File: src/rtl/rolling_average_light_level_macros.svh
// Assertion macros shared by the rolling average light level RTL.
// Each macro expects clk_i and rst_ni to exist in the calling module.
`ifndef ROLLING_AVERAGE_LIGHT_LEVEL_MACROS_SVH
`define ROLLING_AVERAGE_LIGHT_LEVEL_MACROS_SVH

// Same-cycle implication, checked out of reset.
`define RAL_ASSERT_IMPLIES(lbl, ante, cons) \
  lbl: assert property (@(posedge clk_i) disable iff (!rst_ni) (ante) |-> (cons)) \
    else $error("ral: same-cycle check failed");

// Next-cycle implication, checked out of reset.
`define RAL_ASSERT_NEXT(lbl, ante, cons) \
  lbl: assert property (@(posedge clk_i) disable iff (!rst_ni) (ante) |=> (cons)) \
    else $error("ral: next-cycle check failed");

`endif

File: src/rtl/ral_pkg.sv
// Package for the rolling average light level block.
// Types, widths and constants shared by the RTL files that import it; no dependencies.
`timescale 1ns / 1ps

package ral_pkg;

  localparam int SAMPLE_W = 12;
  localparam int IVL_W    = 24;
  localparam int PCT_W    = 8;
  localparam int CFG_IDX_W = 2;

  // Register indexes on the config port
  localparam logic [CFG_IDX_W-1:0] REG_READ_IVL   = 2'd0;
  localparam logic [CFG_IDX_W-1:0] REG_UPDATE_IVL = 2'd1;
  localparam logic [CFG_IDX_W-1:0] REG_INVERTED   = 2'd2;

  localparam logic [IVL_W-1:0] IVL_RESET = 24'd10000;
  localparam logic [IVL_W-1:0] IVL_MAX   = 24'hFFFFFF;

  // avg*100/3300 == avg/33; done as avg*3972 >> 17, exact for avg < 32768
  localparam int DIV33_MULT_W = 12;
  localparam logic [DIV33_MULT_W-1:0] DIV33_MULT = 12'd3972;
  localparam int DIV33_SHIFT = 17;
  localparam int PROD_W = SAMPLE_W + DIV33_MULT_W;

  localparam logic [PCT_W-1:0] PCT_SCALE = 8'd100;

  typedef enum logic [2:0] {
    ST_IDLE,
    ST_CHECK,
    ST_READ,
    ST_SUM,
    ST_DIV,
    ST_UPD,
    ST_OUT
  } ral_state_e;

endpackage

File: src/rtl/ral_if.sv
// Stream channel interfaces for the rolling average light level block.
// Depends on ral_pkg for field widths.
`timescale 1ns / 1ps

interface ral_in_if import ral_pkg::*; ();
  logic                valid;
  logic                ready;
  logic [SAMPLE_W-1:0] sample_mv;

  modport source (output valid, output sample_mv, input ready);
  modport sink   (input valid, input sample_mv, output ready);
endinterface

interface ral_out_if import ral_pkg::*; ();
  logic                     valid;
  logic                     ready;
  logic signed [PCT_W-1:0]  brightness_pct;
  logic [SAMPLE_W-1:0]      average_mv;

  modport source (output valid, output brightness_pct, output average_mv, input ready);
  modport sink   (input valid, input brightness_pct, input average_mv, output ready);
endinterface

File: src/rtl/ral_ram.sv
// Generic single-write, single-read RAM with registered read data.
// No dependencies.
`timescale 1ns / 1ps

module ral_ram #(
  parameter int WIDTH = 12,
  parameter int DEPTH = 10
) (
  input  logic                     clk_i,
  input  logic                     we_i,
  input  logic [$clog2(DEPTH)-1:0] waddr_i,
  input  logic [WIDTH-1:0]         wdata_i,
  input  logic                     re_i,
  input  logic [$clog2(DEPTH)-1:0] raddr_i,
  output logic [WIDTH-1:0]         rdata_o
);

  logic [WIDTH-1:0] mem_q [DEPTH];
  logic [WIDTH-1:0] rdata_q;

  always_ff @(posedge clk_i) begin
    if (we_i) begin
      mem_q[waddr_i] <= wdata_i;
    end
    if (re_i) begin
      rdata_q <= mem_q[raddr_i];
    end
  end

  assign rdata_o = rdata_q;

endmodule

File: src/rtl/ral_div.sv
// Restoring divider, one quotient bit per cycle, for the window average.
// No package dependencies.
`timescale 1ns / 1ps

module ral_div #(
  parameter int DIVIDEND_W = 16,
  parameter int DIVISOR_W  = 4
) (
  input  logic                  clk_i,
  input  logic                  rst_ni,
  input  logic                  start_i,
  input  logic [DIVIDEND_W-1:0] dividend_i,
  input  logic [DIVISOR_W-1:0]  divisor_i,
  output logic                  done_o,
  output logic [DIVIDEND_W-1:0] quotient_o
);

  localparam int CNT_W = $clog2(DIVIDEND_W + 1);

  logic [DIVISOR_W-1:0]  rem_q, rem_d;
  logic [DIVIDEND_W-1:0] quo_q, quo_d;
  logic [DIVISOR_W-1:0]  dvs_q;
  logic [CNT_W-1:0]      cnt_q, cnt_d;
  logic                  busy_q, busy_d;
  logic                  done_q, done_d;
  logic [DIVISOR_W:0]    shifted;
  logic [DIVISOR_W:0]    diff;
  logic                  fits;

  // Remainder always stays below the divisor, so one extra bit suffices
  assign shifted = {rem_q, quo_q[DIVIDEND_W-1]};
  assign diff    = shifted - {1'b0, dvs_q};
  assign fits    = shifted >= {1'b0, dvs_q};

  always_comb begin
    rem_d  = rem_q;
    quo_d  = quo_q;
    cnt_d  = cnt_q;
    busy_d = busy_q;
    done_d = 1'b0;
    if (start_i) begin
      rem_d  = '0;
      quo_d  = dividend_i;
      cnt_d  = CNT_W'(DIVIDEND_W);
      busy_d = 1'b1;
    end else if (busy_q) begin
      rem_d = fits ? diff[DIVISOR_W-1:0] : shifted[DIVISOR_W-1:0];
      quo_d = {quo_q[DIVIDEND_W-2:0], fits};
      cnt_d = cnt_q - 1'b1;
      if (cnt_q == CNT_W'(1)) begin
        busy_d = 1'b0;
        done_d = 1'b1;
      end
    end
  end

  always_ff @(posedge clk_i or negedge rst_ni) begin
    if (!rst_ni) begin
      busy_q <= 1'b0;
      done_q <= 1'b0;
      cnt_q  <= '0;
    end else begin
      busy_q <= busy_d;
      done_q <= done_d;
      cnt_q  <= cnt_d;
    end
  end

  always_ff @(posedge clk_i) begin
    rem_q <= rem_d;
    quo_q <= quo_d;
    if (start_i) begin
      dvs_q <= divisor_i;
    end
  end

  assign done_o     = done_q;
  assign quotient_o = quo_q;

endmodule

File: src/rtl/rolling_average_light_level.sv
// Sequencing: each accepted sample steps through CHECK, then READ, SUM and DIV if a read is
// due, then UPD, and OUT if an update is due; the output register loads in OUT once free.
// A new sample is taken only in IDLE, so the block cannot accept one before the last is
// finished; the bit-serial divider that computes sum / fill count sets the pace.
// Reset: async active low; ring reads as zero until filled, intervals reset to 10000.
// Depends on ral_pkg, ral_if, ral_ram, ral_div and the assertion macro header.
`timescale 1ns / 1ps
`include "rolling_average_light_level_macros.svh"

module rolling_average_light_level import ral_pkg::*; #(
  parameter int WINDOW_DEPTH = 10
) (
  input  logic                 clk_i,
  input  logic                 rst_ni,
  input  logic                 cfg_we_i,
  input  logic [CFG_IDX_W-1:0] cfg_idx_i,
  input  logic [IVL_W-1:0]     cfg_data_i,
  ral_in_if.sink               in_i,
  ral_out_if.source            out_o
);

  localparam int SLOT_W = $clog2(WINDOW_DEPTH);
  localparam int FILL_W = $clog2(WINDOW_DEPTH + 1);
  localparam int SUM_W  = SAMPLE_W + $clog2(WINDOW_DEPTH);

  ral_state_e state_q, state_d;

  logic [IVL_W-1:0]    read_ivl_q, update_ivl_q;
  logic                inverted_q;
  logic [IVL_W-1:0]    since_read_q, since_update_q;
  logic [SAMPLE_W-1:0] mv_q;
  logic [SUM_W-1:0]    sum_q, sum_new;
  logic [SLOT_W-1:0]   slot_q, slot_next;
  logic [FILL_W-1:0]   fill_q, fill_next;
  logic [SAMPLE_W-1:0] avg_q;
  logic [PROD_W-1:0]   prod_q;
  logic [SAMPLE_W-1:0] old_mv;
  logic [SAMPLE_W-1:0] ram_rdata;
  logic                ring_full;
  logic                read_due, update_due;
  logic                in_xfer, out_xfer;
  logic                out_free;
  logic                ram_re, ram_we, div_start, out_load;
  logic                div_done;
  logic [SUM_W-1:0]    div_quo;
  logic [PCT_W-1:0]    scaled, pct;

  logic                     out_valid_q;
  logic signed [PCT_W-1:0]  pct_out_q;
  logic [SAMPLE_W-1:0]      avg_out_q;

  assign in_xfer    = in_i.valid && in_i.ready;
  assign out_xfer   = out_o.valid && out_o.ready;
  assign out_free   = !out_valid_q || out_o.ready;
  assign read_due   = since_read_q >= read_ivl_q;
  assign update_due = since_update_q >= update_ivl_q;

  // Before the ring wraps, the write slot points at a never-written entry
  assign ring_full = fill_q >= FILL_W'(WINDOW_DEPTH);
  assign old_mv    = ring_full ? ram_rdata : '0;
  assign sum_new   = sum_q - SUM_W'(old_mv) + SUM_W'(mv_q);
  assign slot_next = (slot_q == SLOT_W'(WINDOW_DEPTH - 1)) ? '0 : slot_q + 1'b1;
  assign fill_next = ring_full ? fill_q : fill_q + 1'b1;

  assign scaled = PCT_W'(prod_q[PROD_W-1:DIV33_SHIFT]);
  assign pct    = inverted_q ? (PCT_SCALE - scaled) : scaled;

  // Next state
  always_comb begin
    state_d = state_q;
    unique case (state_q)
      ST_IDLE:  if (in_xfer) state_d = ST_CHECK;
      ST_CHECK: state_d = read_due ? ST_READ : ST_UPD;
      ST_READ:  state_d = ST_SUM;
      ST_SUM:   state_d = ST_DIV;
      ST_DIV:   if (div_done) state_d = ST_UPD;
      ST_UPD:   state_d = update_due ? ST_OUT : ST_IDLE;
      ST_OUT:   if (out_free) state_d = ST_IDLE;
      default:  state_d = ST_IDLE;
    endcase
  end

  // Control outputs
  always_comb begin
    in_i.ready = 1'b0;
    ram_re     = 1'b0;
    ram_we     = 1'b0;
    div_start  = 1'b0;
    out_load   = 1'b0;
    unique case (state_q)
      ST_IDLE:  in_i.ready = 1'b1;
      ST_CHECK: ram_re = read_due;
      ST_SUM: begin
        ram_we    = 1'b1;
        div_start = 1'b1;
      end
      ST_OUT:   out_load = out_free;
      default: ;
    endcase
  end

  always_ff @(posedge clk_i or negedge rst_ni) begin
    if (!rst_ni) begin
      state_q        <= ST_IDLE;
      read_ivl_q     <= IVL_RESET;
      update_ivl_q   <= IVL_RESET;
      inverted_q     <= 1'b1;
      since_read_q   <= '0;
      since_update_q <= '0;
      sum_q          <= '0;
      slot_q         <= '0;
      fill_q         <= '0;
      avg_q          <= '0;
      out_valid_q    <= 1'b0;
    end else begin
      state_q <= state_d;

      if (cfg_we_i) begin
        unique case (cfg_idx_i)
          REG_READ_IVL:   read_ivl_q   <= cfg_data_i;
          REG_UPDATE_IVL: update_ivl_q <= cfg_data_i;
          REG_INVERTED:   inverted_q   <= cfg_data_i[0];
          default: ;
        endcase
      end

      if (in_xfer) begin
        if (since_read_q != IVL_MAX) begin
          since_read_q <= since_read_q + 1'b1;
        end
        if (since_update_q != IVL_MAX) begin
          since_update_q <= since_update_q + 1'b1;
        end
      end

      if (state_q == ST_SUM) begin
        sum_q        <= sum_new;
        slot_q       <= slot_next;
        fill_q       <= fill_next;
        since_read_q <= '0;
      end

      if (state_q == ST_DIV && div_done) begin
        avg_q <= div_quo[SAMPLE_W-1:0];
      end

      if (state_q == ST_UPD && update_due) begin
        since_update_q <= '0;
      end

      if (out_load) begin
        out_valid_q <= 1'b1;
      end else if (out_xfer) begin
        out_valid_q <= 1'b0;
      end
    end
  end

  // Payload registers
  always_ff @(posedge clk_i) begin
    if (in_xfer) begin
      mv_q <= in_i.sample_mv;
    end
    if (state_q == ST_UPD) begin
      prod_q <= PROD_W'(avg_q) * PROD_W'(DIV33_MULT);
    end
    if (out_load) begin
      pct_out_q <= pct;
      avg_out_q <= avg_q;
    end
  end

  assign out_o.valid          = out_valid_q;
  assign out_o.brightness_pct = pct_out_q;
  assign out_o.average_mv     = avg_out_q;

  ral_ram #(
    .WIDTH (SAMPLE_W),
    .DEPTH (WINDOW_DEPTH)
  ) u_ring (
    .clk_i   (clk_i),
    .we_i    (ram_we),
    .waddr_i (slot_q),
    .wdata_i (mv_q),
    .re_i    (ram_re),
    .raddr_i (slot_q),
    .rdata_o (ram_rdata)
  );

  ral_div #(
    .DIVIDEND_W (SUM_W),
    .DIVISOR_W  (FILL_W)
  ) u_div (
    .clk_i      (clk_i),
    .rst_ni     (rst_ni),
    .start_i    (div_start),
    .dividend_i (sum_new),
    .divisor_i  (fill_next),
    .done_o     (div_done),
    .quotient_o (div_quo)
  );

  `RAL_ASSERT_NEXT(a_accept_goes_check, in_xfer, state_q == ST_CHECK)
  `RAL_ASSERT_IMPLIES(a_fill_bound, 1'b1, fill_q <= FILL_W'(WINDOW_DEPTH))
  `RAL_ASSERT_IMPLIES(a_slot_tracks_fill, !ring_full, FILL_W'(slot_q) == fill_q)
  `RAL_ASSERT_IMPLIES(a_div_done_in_div, div_done, state_q == ST_DIV)

endmodule
File: src/flat_wrapper.sv
// flat-port wrapper written by rule: the top's interface ports become plain ports
module rolling_average_light_level_flat import ral_pkg::*;
#(
  parameter int WINDOW_DEPTH = 10
)
  (clk_i, rst_ni, cfg_we_i, cfg_idx_i, cfg_data_i, in_i_valid, in_i_sample_mv, in_i_ready, out_o_valid, out_o_brightness_pct, out_o_average_mv, out_o_ready);
  ral_in_if in_i_i ();
  ral_out_if out_o_i ();
  input  logic clk_i;
  input  logic rst_ni;
  input  logic cfg_we_i;
  input  logic [CFG_IDX_W-1:0] cfg_idx_i;
  input  logic [IVL_W-1:0] cfg_data_i;
  input wire logic [$bits(in_i_i.valid)-1:0] in_i_valid;
  input wire logic [$bits(in_i_i.sample_mv)-1:0] in_i_sample_mv;
  output wire logic [$bits(in_i_i.ready)-1:0] in_i_ready;
  output wire logic [$bits(out_o_i.valid)-1:0] out_o_valid;
  output wire logic [$bits(out_o_i.brightness_pct)-1:0] out_o_brightness_pct;
  output wire logic [$bits(out_o_i.average_mv)-1:0] out_o_average_mv;
  input wire logic [$bits(out_o_i.ready)-1:0] out_o_ready;
  assign in_i_i.valid = in_i_valid;
  assign in_i_i.sample_mv = in_i_sample_mv;
  assign in_i_ready = in_i_i.ready;
  assign out_o_valid = out_o_i.valid;
  assign out_o_brightness_pct = out_o_i.brightness_pct;
  assign out_o_average_mv = out_o_i.average_mv;
  assign out_o_i.ready = out_o_ready;
  rolling_average_light_level #(.WINDOW_DEPTH(WINDOW_DEPTH)) u_core (.clk_i(clk_i), .rst_ni(rst_ni), .cfg_we_i(cfg_we_i), .cfg_idx_i(cfg_idx_i), .cfg_data_i(cfg_data_i), .in_i(in_i_i), .out_o(out_o_i));
endmodule
File: config.mk
export PLATFORM = sky130hd
export DESIGN_NAME = rolling_average_light_level_flat
export DESIGN_NICKNAME = d
export VERILOG_FILES = /design/src/rtl/ral_pkg.sv /design/src/rtl/ral_if.sv /design/src/rtl/ral_ram.sv /design/src/rtl/ral_div.sv /design/src/rtl/rolling_average_light_level.sv /design/src/flat_wrapper.sv
export VERILOG_INCLUDE_DIRS = /design/src /design/src/rtl
export SDC_FILE = /design/constraint.sdc
export NUM_CORES = 1
export LEC_CHECK = 0
export BUFFER_PORTS_ARGS = -buffer_cell sky130_fd_sc_hd__buf_4
export CAP_MARGIN = 20
export CORE_MARGIN = 2
export CORE_UTILIZATION = 55
export DETAILED_ROUTE_END_ITERATION = 12
export GPL_ROUTABILITY_DRIVEN = 0
export HOLD_SLACK_MARGIN = 0.15
export PLACE_DENSITY = 0.81
export SETUP_SLACK_MARGIN = 0.4
export SYNTH_ARGS = -nofsm -noshare
export SYNTH_HDL_FRONTEND = slang
export SYNTH_SLANG_ARGS = --single-unit
export TNS_END_PERCENT = 1
File: constraint.sdc
create_clock -name clk_i -period 8.75 [get_ports clk_i]
set_clock_uncertainty 0.2 [all_clocks]
set_input_delay 0 -clock clk_i [delete_from_list [all_inputs] [get_ports clk_i]]
set_output_delay 0 -clock clk_i [all_outputs]
set_load 0.005 [all_outputs]
==> summary.md, run 1 <==
| Metric | Value |
|---|---|
| Status | `completed` |
| Post-route cell area | `0.0210 mm^2` |
| Met3 Use GR | `3.18%` |
| Total I/O pin count | `65` |
| Vias in the first global route | `12200` |
| CP Launch Type | `flop` |
| GR Overflow Total | `0` |
| Hold Crit Start | `out_o_ready` |
| Most frequent cell after synthesis | `edfxtp_1` |
| Setup Viol. Count Final | `0` |
| Vias | `11900` |
| Area leader, netlist | `edfxtp_1` |
| Period minus WS final | `4.98 ns` |
| First-pass GRT wire length | `62.5 mm` |
| Worst Max-Slew Pin Slew | `1.03 ns` |
| Pwr/cell area | `295 mW/mm^2` |
| Initial antenna violation count | `0` |
| Crit path arrival time | `5.03 ns` |
| Primary FF master, synth | `edfxtp_1` |
| Final wirelength | `38.2 mm` |
| Maximum number of pins on one net before global-route repair | `82` |
| Hold Path End | `u_core.out_o.valid` |
| Final Non-Filler Cells | `2142` |
| CTS tree | `done` |
| Logic pwr share | `39.7%` |
| Mapped Cells | `1508` |
| Unique masters post-synth | `69` |
| Overall routing resource usage | `23.3%` |
| Post-CTS Setup Repair Bufs | `0` |
| Syn_nets | `1733` |
| Drt first pass iters | `7` |
| Final Net Count | `1897` |
| Synth top cells by count | `edfxtp_1, inv_1, ha_1` |
| Final Power | `6.18 mW` |
| PnR worst setup slack | `3.77 ns` |
| RSZ-0062 raised after global routing | `false` |
| Total negative slack | `0 ns` |
| Clock Latency Late Sink | `0.52 ns` |
| Switch Pwr | `2.21 mW` |
| Max Slew Vio Count | `0` |
| Internal power | `3.97 mW` |
| Share of async-settable or async-resettable flops after synthesis | `42.5%` |
| CORE AREA | `0.0323 mm^2` |
| Top Usage Layer GRT | `met2` |
| Yosys reg bits | `339` |
| Fin. Hold Viols | `0` |
| Post-DRT Antenna Nets | `0` |
| CTS HTree Levels | `2` |
| Placed insts | `1984` |
| Avg Cell Area, Syn | `11.9 um^2` |
| Max incr delay on CP | `0.58 ns` |
| Slew Limit Headroom | `31.5%` |
| WS Path Type | `reg -> reg` |
| R2r worst-path depth | `16` |
| Met1 Resource Use GR | `30.3%` |
| CP Max Fanout | `5` |
| Initial drt markers | `919` |
| Ant. Diodes | `0` |
| Setup slack at placement | `3.76 ns` |
| Die height | `185 um` |
| CP Cell Sequence | `inv_1 > fa_1 > fa_1 > fa_1 > inv_1 > ha_1 > inv_1 > fa_1 > inv_1 > ha_1 > and4_1 > a21oi_1 > nand3_1 > o21ba_2 > o41ai_1 > xnor2_1` |
| Share of cells above drive strength 1 | `13.1%` |
| CP endpoint kind | `flop` |
| Die Footprint | `0.0341 mm^2` |
| Post-cts sizing count | `0` |
| Maxcap violations | `0` |
| Syn Std Cell Area | `0.0179 mm^2` |
| Row cnt | `66` |
| Die X-Extent | `185 um` |
| FMAX | `0.201 GHz` |
| Power share of the sequential group | `36.2%` |
| Clk pin slew, worst setup/hold paths | `0.05 ns` |
| Post-synth top area share | `32.0%` |
| Drt wl/cell | `17.8 um` |
| CP max stage cell | `fa_1` |
| EDFF count, synth | `191` |
| Dpl cell area | `0.0189 mm^2` |
| Ys Warns | `0` |
| CTS Buf Count | `36` |
| Hold WC Path Type | `in -> reg` |
| Port Buf Inserts | `64` |
| DRC viols | `0` |
| Crit share post-route | `56.9%` |
| CP required | `8.80 ns` |
| CTS Buffer Depth | `3` |
| Vias per cell | `5.55` |
| Initial core utilization | `55.6%` |
| CTS Root Cell | `clkbuf_16` |
| Sw frac | `35.8%` |
| Pleak | `9.19 nW` |
| R2R Path End | `u_core.prod_q[21]` |
| Reg-to-reg startpoint | `u_core.avg_q[2]` |
| Grt met2 use | `39.9%` |
| Sequential area share after synthesis | `52.6%` |
| Detailed placement HPWL | `24.0 mm` |
| Reg2Reg Setup Slack | `3.77 ns` |
| Top post-synthesis cells by area | `edfxtp_1, dfrtp_1, ha_1` |
| Clk sink count | `339` |
| Worst IR Drop VDD | `181 uV` |
| Clock Power Share | `24.1%` |
| Hold Path Cell Cnt | `4` |
| Syn-to-layout area delta | `17.0%` |
| CTS Hold Bufs | `85` |
-- layout make-up --
cell class | instances | area [um^2]
Timing Repair Buffer | 169 | 1520
Inverter | 190 | 718
Sequential cell | 339 | 9430
Clock buffer | 51 | 1010
Multi-Input combinational cell | 936 | 7610
Clock inverter | 15 | 139
Fill cell | 2207 | 11300
Tap cell | 442 | 553
-- flip-flops by register name, summed over array words and instances (netlist names), 5 cells and up --
name	cells
u_core.out_o.brightness_pct	8
u_core.since_update_q	24
u_core.update_ivl_q	24
u_core.prod_q	7
u_core.avg_q	12
u_core.mv_q	12
u_core.u_div.cnt_q	5
u_core.read_ivl_q	24
u_core.sum_q	16
u_core.since_read_q	24
u_core.u_ring.rdata_o	12
u_core.u_ring.mem_q	120
u_core.out_o.average_mv	12
u_core.u_div.quotient_o	16
-- critical path, delay by kind of cell (launching register included) --
kind,cells,cell delay [ns]
xor+xnor,1,0.13
compound gates,3,0.74
fa+ha+maj,6,2.59
flops,1,0.43
simple gates,2,0.38
buf+inv,4,0.26
-- worst max-delay path by stage --
| stage | start | end | slack [ns] | cells past startpoint |
|---|---|---|---|---|
| 2_1_floorplan | u_core.avg_q[2] | u_core.prod_q[21] | 4.05 | 16 |
| 3_5_place_dp | u_core.avg_q[2] | u_core.prod_q[21] | 3.76 | 16 |
| 6_report | u_core.avg_q[2] | u_core.prod_q[21] | 3.77 | 16 |
| 4_1_cts | u_core.avg_q[2] | u_core.prod_q[21] | 3.78 | 16 |
| 3_3_place_gp | u_core.avg_q[2] | u_core.prod_q[21] | 3.89 | 16 |
| 5_1_grt | u_core.avg_q[3] | u_core.prod_q[21] | 3.55 | 16 |
-- logic make-up (layout without fill, tap and decap cells) --
logic type,count (synthesis),after routing,synth area share (%)
compound gates,209,209,7.18
xor+xnor,72,72,3.59
fa+ha+maj,182,182,14.6
buf+inv,233,425,5.07
flops,339,339,52.6
mux,76,76,6.12
simple gates,397,397,10.9
-- power groups by stage --
stage,clock network [mW],logic (mW),registers (mW)
global route,1.57,2.81,2.27
floorplan,0,1.90,2.16
global placement,0,2.26,2.24
finish,1.49,2.45,2.24
CTS,1.50,2.45,2.23
detailed placement,0,2.37,2.26
-- metal layers --
layer,vias up,wire [um]
li1,5577,-
met4,0,1220
met1,5838,16100
met5,-,0
met3,103,1750
met2,365,19100
-- metrics by stage --
| step | utilization [%] | hold WS (ns) |
|---|---|---|
| 6_report | 65.0 | 0.220 |
| 5_1_grt | 65.0 | 0.254 |
| 4_1_cts | 64.8 | 0.205 |
| 3_5_place_dp | 58.5 | -0.0461 |
| 3_3_place_gp | 58.5 | -0.0523 |
| 2_1_floorplan | - | -0.496 |
-- layout by cell type, fill, tap and decap left out, drive strengths merged, types with 13 or more instances in the layout --
cell type    count
nor2           101
ha             137
dlygate4sd3     84
a21o            21
clkinv          13
o21ai           78
edfxtp         191
xnor2           42
nor2b           25
buf             85
xor2            29
a21oi           54
nand3           23
nand4           25
dfrtp          133
and2            16
mux4            24
mux2i           23
mux2            29
fa              45
a211oi          19
nand2          120
nor3            29
inv            189
clkbuf          51
(Power assumes the default switching activity.)
==> run 2, diff against run 1 <==
--- a/config.mk
+++ b/config.mk
@@ -6,6 +6,7 @@
 export SDC_FILE = /design/constraint.sdc
 export NUM_CORES = 1
 export LEC_CHECK = 0
+export ABC_AREA = 1
 export BUFFER_PORTS_ARGS = -buffer_cell sky130_fd_sc_hd__buf_4
 export CAP_MARGIN = 20
 export CORE_MARGIN = 2
==> constraint.sdc (replaced) <==
create_clock -name clk_i -period 4.75 [get_ports clk_i]
set_clock_uncertainty 0.2 [all_clocks]
set_input_delay 0 -clock clk_i [delete_from_list [all_inputs] [get_ports clk_i]]
set_output_delay 0 -clock clk_i [all_outputs]
set_load 0.005 [all_outputs]
==> summary.md, run 2 <==
| Metric | Value |
|---|---|
| Clk sink count | `339 (unchanged)` |
| Yosys reg bits | `339 (unchanged)` |
| Met3 Use GR | `3.35% (+0.17 points)` |
| Die Footprint | `0.0357 mm^2 (+4.8%)` |
| Top post-synthesis cells by area | `edfxtp_1, dfrtp_1, ha_1` |
| Row cnt | `67 (+1.5%)` |
| Post-DRT Antenna Nets | `0 (unchanged)` |
| Met1 Resource Use GR | `32.2% (+1.9 points)` |
| Fin. Hold Viols | `0 (unchanged)` |
| Overall routing resource usage | `25.0% (+1.7 points)` |
| Hold Crit Start | `cfg_data_i[0]` |
| Clk pin slew, worst setup/hold paths | `0.06 ns (about the same)` |
| CTS Buf Count | `37 (+2.8%)` |
| Ys Warns | `0 (unchanged)` |
| CTS tree | `done` |
| Hold Path End | `u_core.update_ivl_q[0]` |
| Reg2Reg Setup Slack | `0.39 ns (-3.38 ns)` |
| FMAX | `0.229 GHz (+14%)` |
| Maxcap violations | `0 (unchanged)` |
| Initial drt markers | `1299 (+41%)` |
| Slew Limit Headroom | `24.1% (-7.4 points)` |
| Max FFs per register | `120 (unchanged)` |
| Placed insts | `2486 (+25%)` |
| Initial core utilization | `56.0% (+0.42 points)` |
| Detailed placement HPWL | `29.0 mm (+21%)` |
| Final wirelength | `44.8 mm (+17%)` |
| RSZ-0062 raised after global routing | `true` |
| CTS Root Cell | `clkbuf_16` |
| Syn Std Cell Area | `0.0188 mm^2 (+4.9%)` |
| Crit share post-route | `91.8% (+35 points)` |
| Max Slew Vio Count | `0 (unchanged)` |
| Share of cells above drive strength 1 | `10.8% (-2.3 points)` |
| R2r worst-path depth | `17 (+1)` |
| Port Buf Inserts | `64 (unchanged)` |
| WS Path Type | `reg -> reg` |
| Dpl cell area | `0.0198 mm^2 (+4.7%)` |
| Clock Latency Late Sink | `0.54 ns (+0.02 ns)` |
| Hold Path Cell Cnt | `4 (unchanged)` |
| Die X-Extent | `189 um (+2.4%)` |
| Total negative slack | `0 ns (unchanged)` |
| CTS Buffer Depth | `3 (unchanged)` |
| Setup Viol. Count Final | `0 (unchanged)` |
| Reg-to-reg startpoint | `u_core.avg_q[1]` |
| Vias | `14900 (+26%)` |
| CP Launch Type | `flop` |
| Synth top cells by count | `nand2_1, inv_1, edfxtp_1` |
| Avg Cell Area, Syn | `9.40 um^2 (-21%)` |
| R2R Path End | `u_core.prod_q[22]` |
| Top Usage Layer GRT | `met2` |
| Sequential area share after synthesis | `50.1% (-2.5 points)` |
| DRC viols | `0 (unchanged)` |
| Drt wl/cell | `16.9 um (-5.2%)` |
| Largest reg by FF count | `u_core.u_ring.mem_q` |
| Unique masters post-synth | `53 (-23%)` |
| CORE AREA | `0.0336 mm^2 (+4.1%)` |
| Worst Max-Slew Pin Slew | `1.13 ns (+0.104 ns)` |
| Share of async-settable or async-resettable flops after synthesis | `42.5% (unchanged)` |
| CP Max Fanout | `6 (+1)` |
| EDFF count, synth | `191 (unchanged)` |
| Grt met2 use | `42.8% (+2.9 points)` |
| CP endpoint kind | `flop` |
| Total I/O pin count | `65 (unchanged)` |
| CP required | `4.83 ns (-3.97 ns)` |
| Most frequent cells in the layout | `nand2_1, inv_1, edfxtp_1` |
| Period minus WS final | `4.36 ns (-0.619 ns)` |
| Post-synth top area share | `30.5% (-1.5 points)` |
| Most frequent cell after synthesis | `nand2_1` |
| Syn-to-layout area delta | `17.7%` |
| CTS HTree Levels | `2 (unchanged)` |
| Crit path arrival time | `4.44 ns (-0.59 ns)` |
| Area leader, netlist | `edfxtp_1` |
| Mapped Cells | `2003 (+33%)` |
| Vias per cell | `5.63 (+1.5%)` |
| Final Non-Filler Cells | `2653 (+24%)` |
| Hold WC Path Type | `in -> reg` |
| Primary FF master, synth | `edfxtp_1` |
| Drt first pass iters | `6 (-1)` |
| GR Overflow Total | `0 (unchanged)` |
| Status | `completed` |
| Vias in the first global route | `14900 (+22%)` |
| Final Net Count | `2401 (+27%)` |
| Initial antenna violation count | `0 (unchanged)` |
| Die height | `189 um (+2.4%)` |
| Syn_nets | `2228 (+29%)` |
| Maximum number of pins on one net before global-route repair | `91 (+11%)` |
| First-pass GRT wire length | `72.5 mm (+16%)` |
| Most common cell after layout, fill and taps aside | `nand2_1` |
| Post-route cell area | `0.0222 mm^2 (+5.6%)` |
[run 2: cell count changes after synthesis, sizes merged, moves of 16 or more]
cell    previous run  this run
o21ai             78       156
a21oi             54        78
xnor2             42        10
mux2              29         0
mux2i             23         0
a22oi              0        24
nand2            120       385
mux4              24         0
nor2             101       149
nor2b             25         0
inv              189       351
a211oi            19         3
nand3             23       136
[run 2: cells by family after synthesis]
family / Yosys count / synth area share (%)
buffers and inverters: 403 / 8.40
AND/OR/NAND/NOR: 746 / 17.1
AO/OA/AOI/OAI: 308 / 9.33
flip-flops: 339 / 50.1
adder cells (fa/ha/maj): 182 / 13.9
XOR/XNOR: 25 / 1.16
[run 2: layout make-up]
| class | instances | area (um^2) |
|---|---|---|
| well taps | 448 | 561 |
| multi-input cells | 1261 | 8000 |
| inverters | 351 | 1330 |
| flip-flops and latches | 339 | 9440 |
| repair buffers | 186 | 1650 |
| clock inverters | 15 | 170 |
| diodes | 1 | 2.50 |
| clock buffers | 52 | 1000 |
| fillers | 2455 | 11500 |
[run 2: worst max-delay path, stage by stage (launching register included)]
cell and delay (ns):
dfrtp_1 0.37, buf_4 0.16, fa_1 0.48, xor2_1 0.18, ha_1 0.29, inv_1 0.06, fa_1 0.49, inv_1 0.04
ha_1 0.31, fa_1 0.51, ha_4 0.32, nand2_1 0.09, a21oi_2 0.16, nor2_1 0.06, nand2_1 0.13, nand3_1 0.10
nand2_1 0.11, xor2_1 0.07
[run 2: worst max path at each step]
stage	start	end	cells past startpoint
floorplan	u_core.avg_q[1]	u_core.prod_q[23]	17
global placement	u_core.avg_q[2]	u_core.prod_q[23]	17
detailed placement	u_core.avg_q[2]	u_core.prod_q[23]	17
CTS	u_core.avg_q[6]	u_core.prod_q[21]	14
global route	u_core.avg_q[1]	u_core.prod_q[18]	16
finish	u_core.avg_q[1]	u_core.prod_q[22]	17
[run 2: layer usage]
| layer | wire (um) | vias up | share of wire, % |
|---|---|---|---|
| li1 | - | 6959 | - |
| met1 | 18000 | 7160 | 40 |
| met2 | 22000 | 669 | 49 |
| met3 | 3080 | 156 | 6.9 |
| met4 | 1740 | 0 | 3.9 |
| met5 | 0 | - | 0 |
[run 2: what timing repair did]
action,in CTS,in global routing
resized for setup,14,43
setup buffers,6,4
pin swaps,1,21
hold buffers,87,0
endpoints found under the hold margin,237,0
setup endpoints to repair,7,7
[run 2: through the flow]
stage / setup WS (ns) / hold WS [ns] / util [%]
floorplan: 0.480 / -0.496 / -
global placement: 0.300 / -0.0320 / 58.8
detailed placement: 0.167 / -0.0386 / 58.8
CTS: 0.355 / 0.166 / 65.2
global route: 0.235 / 0.220 / 65.9
finish: 0.388 / 0.168 / 65.9
Power of run 2 is left out: the tool's default activity adds up to more than one toggle a clock period on the data nets, which glitch-free logic cannot reach.
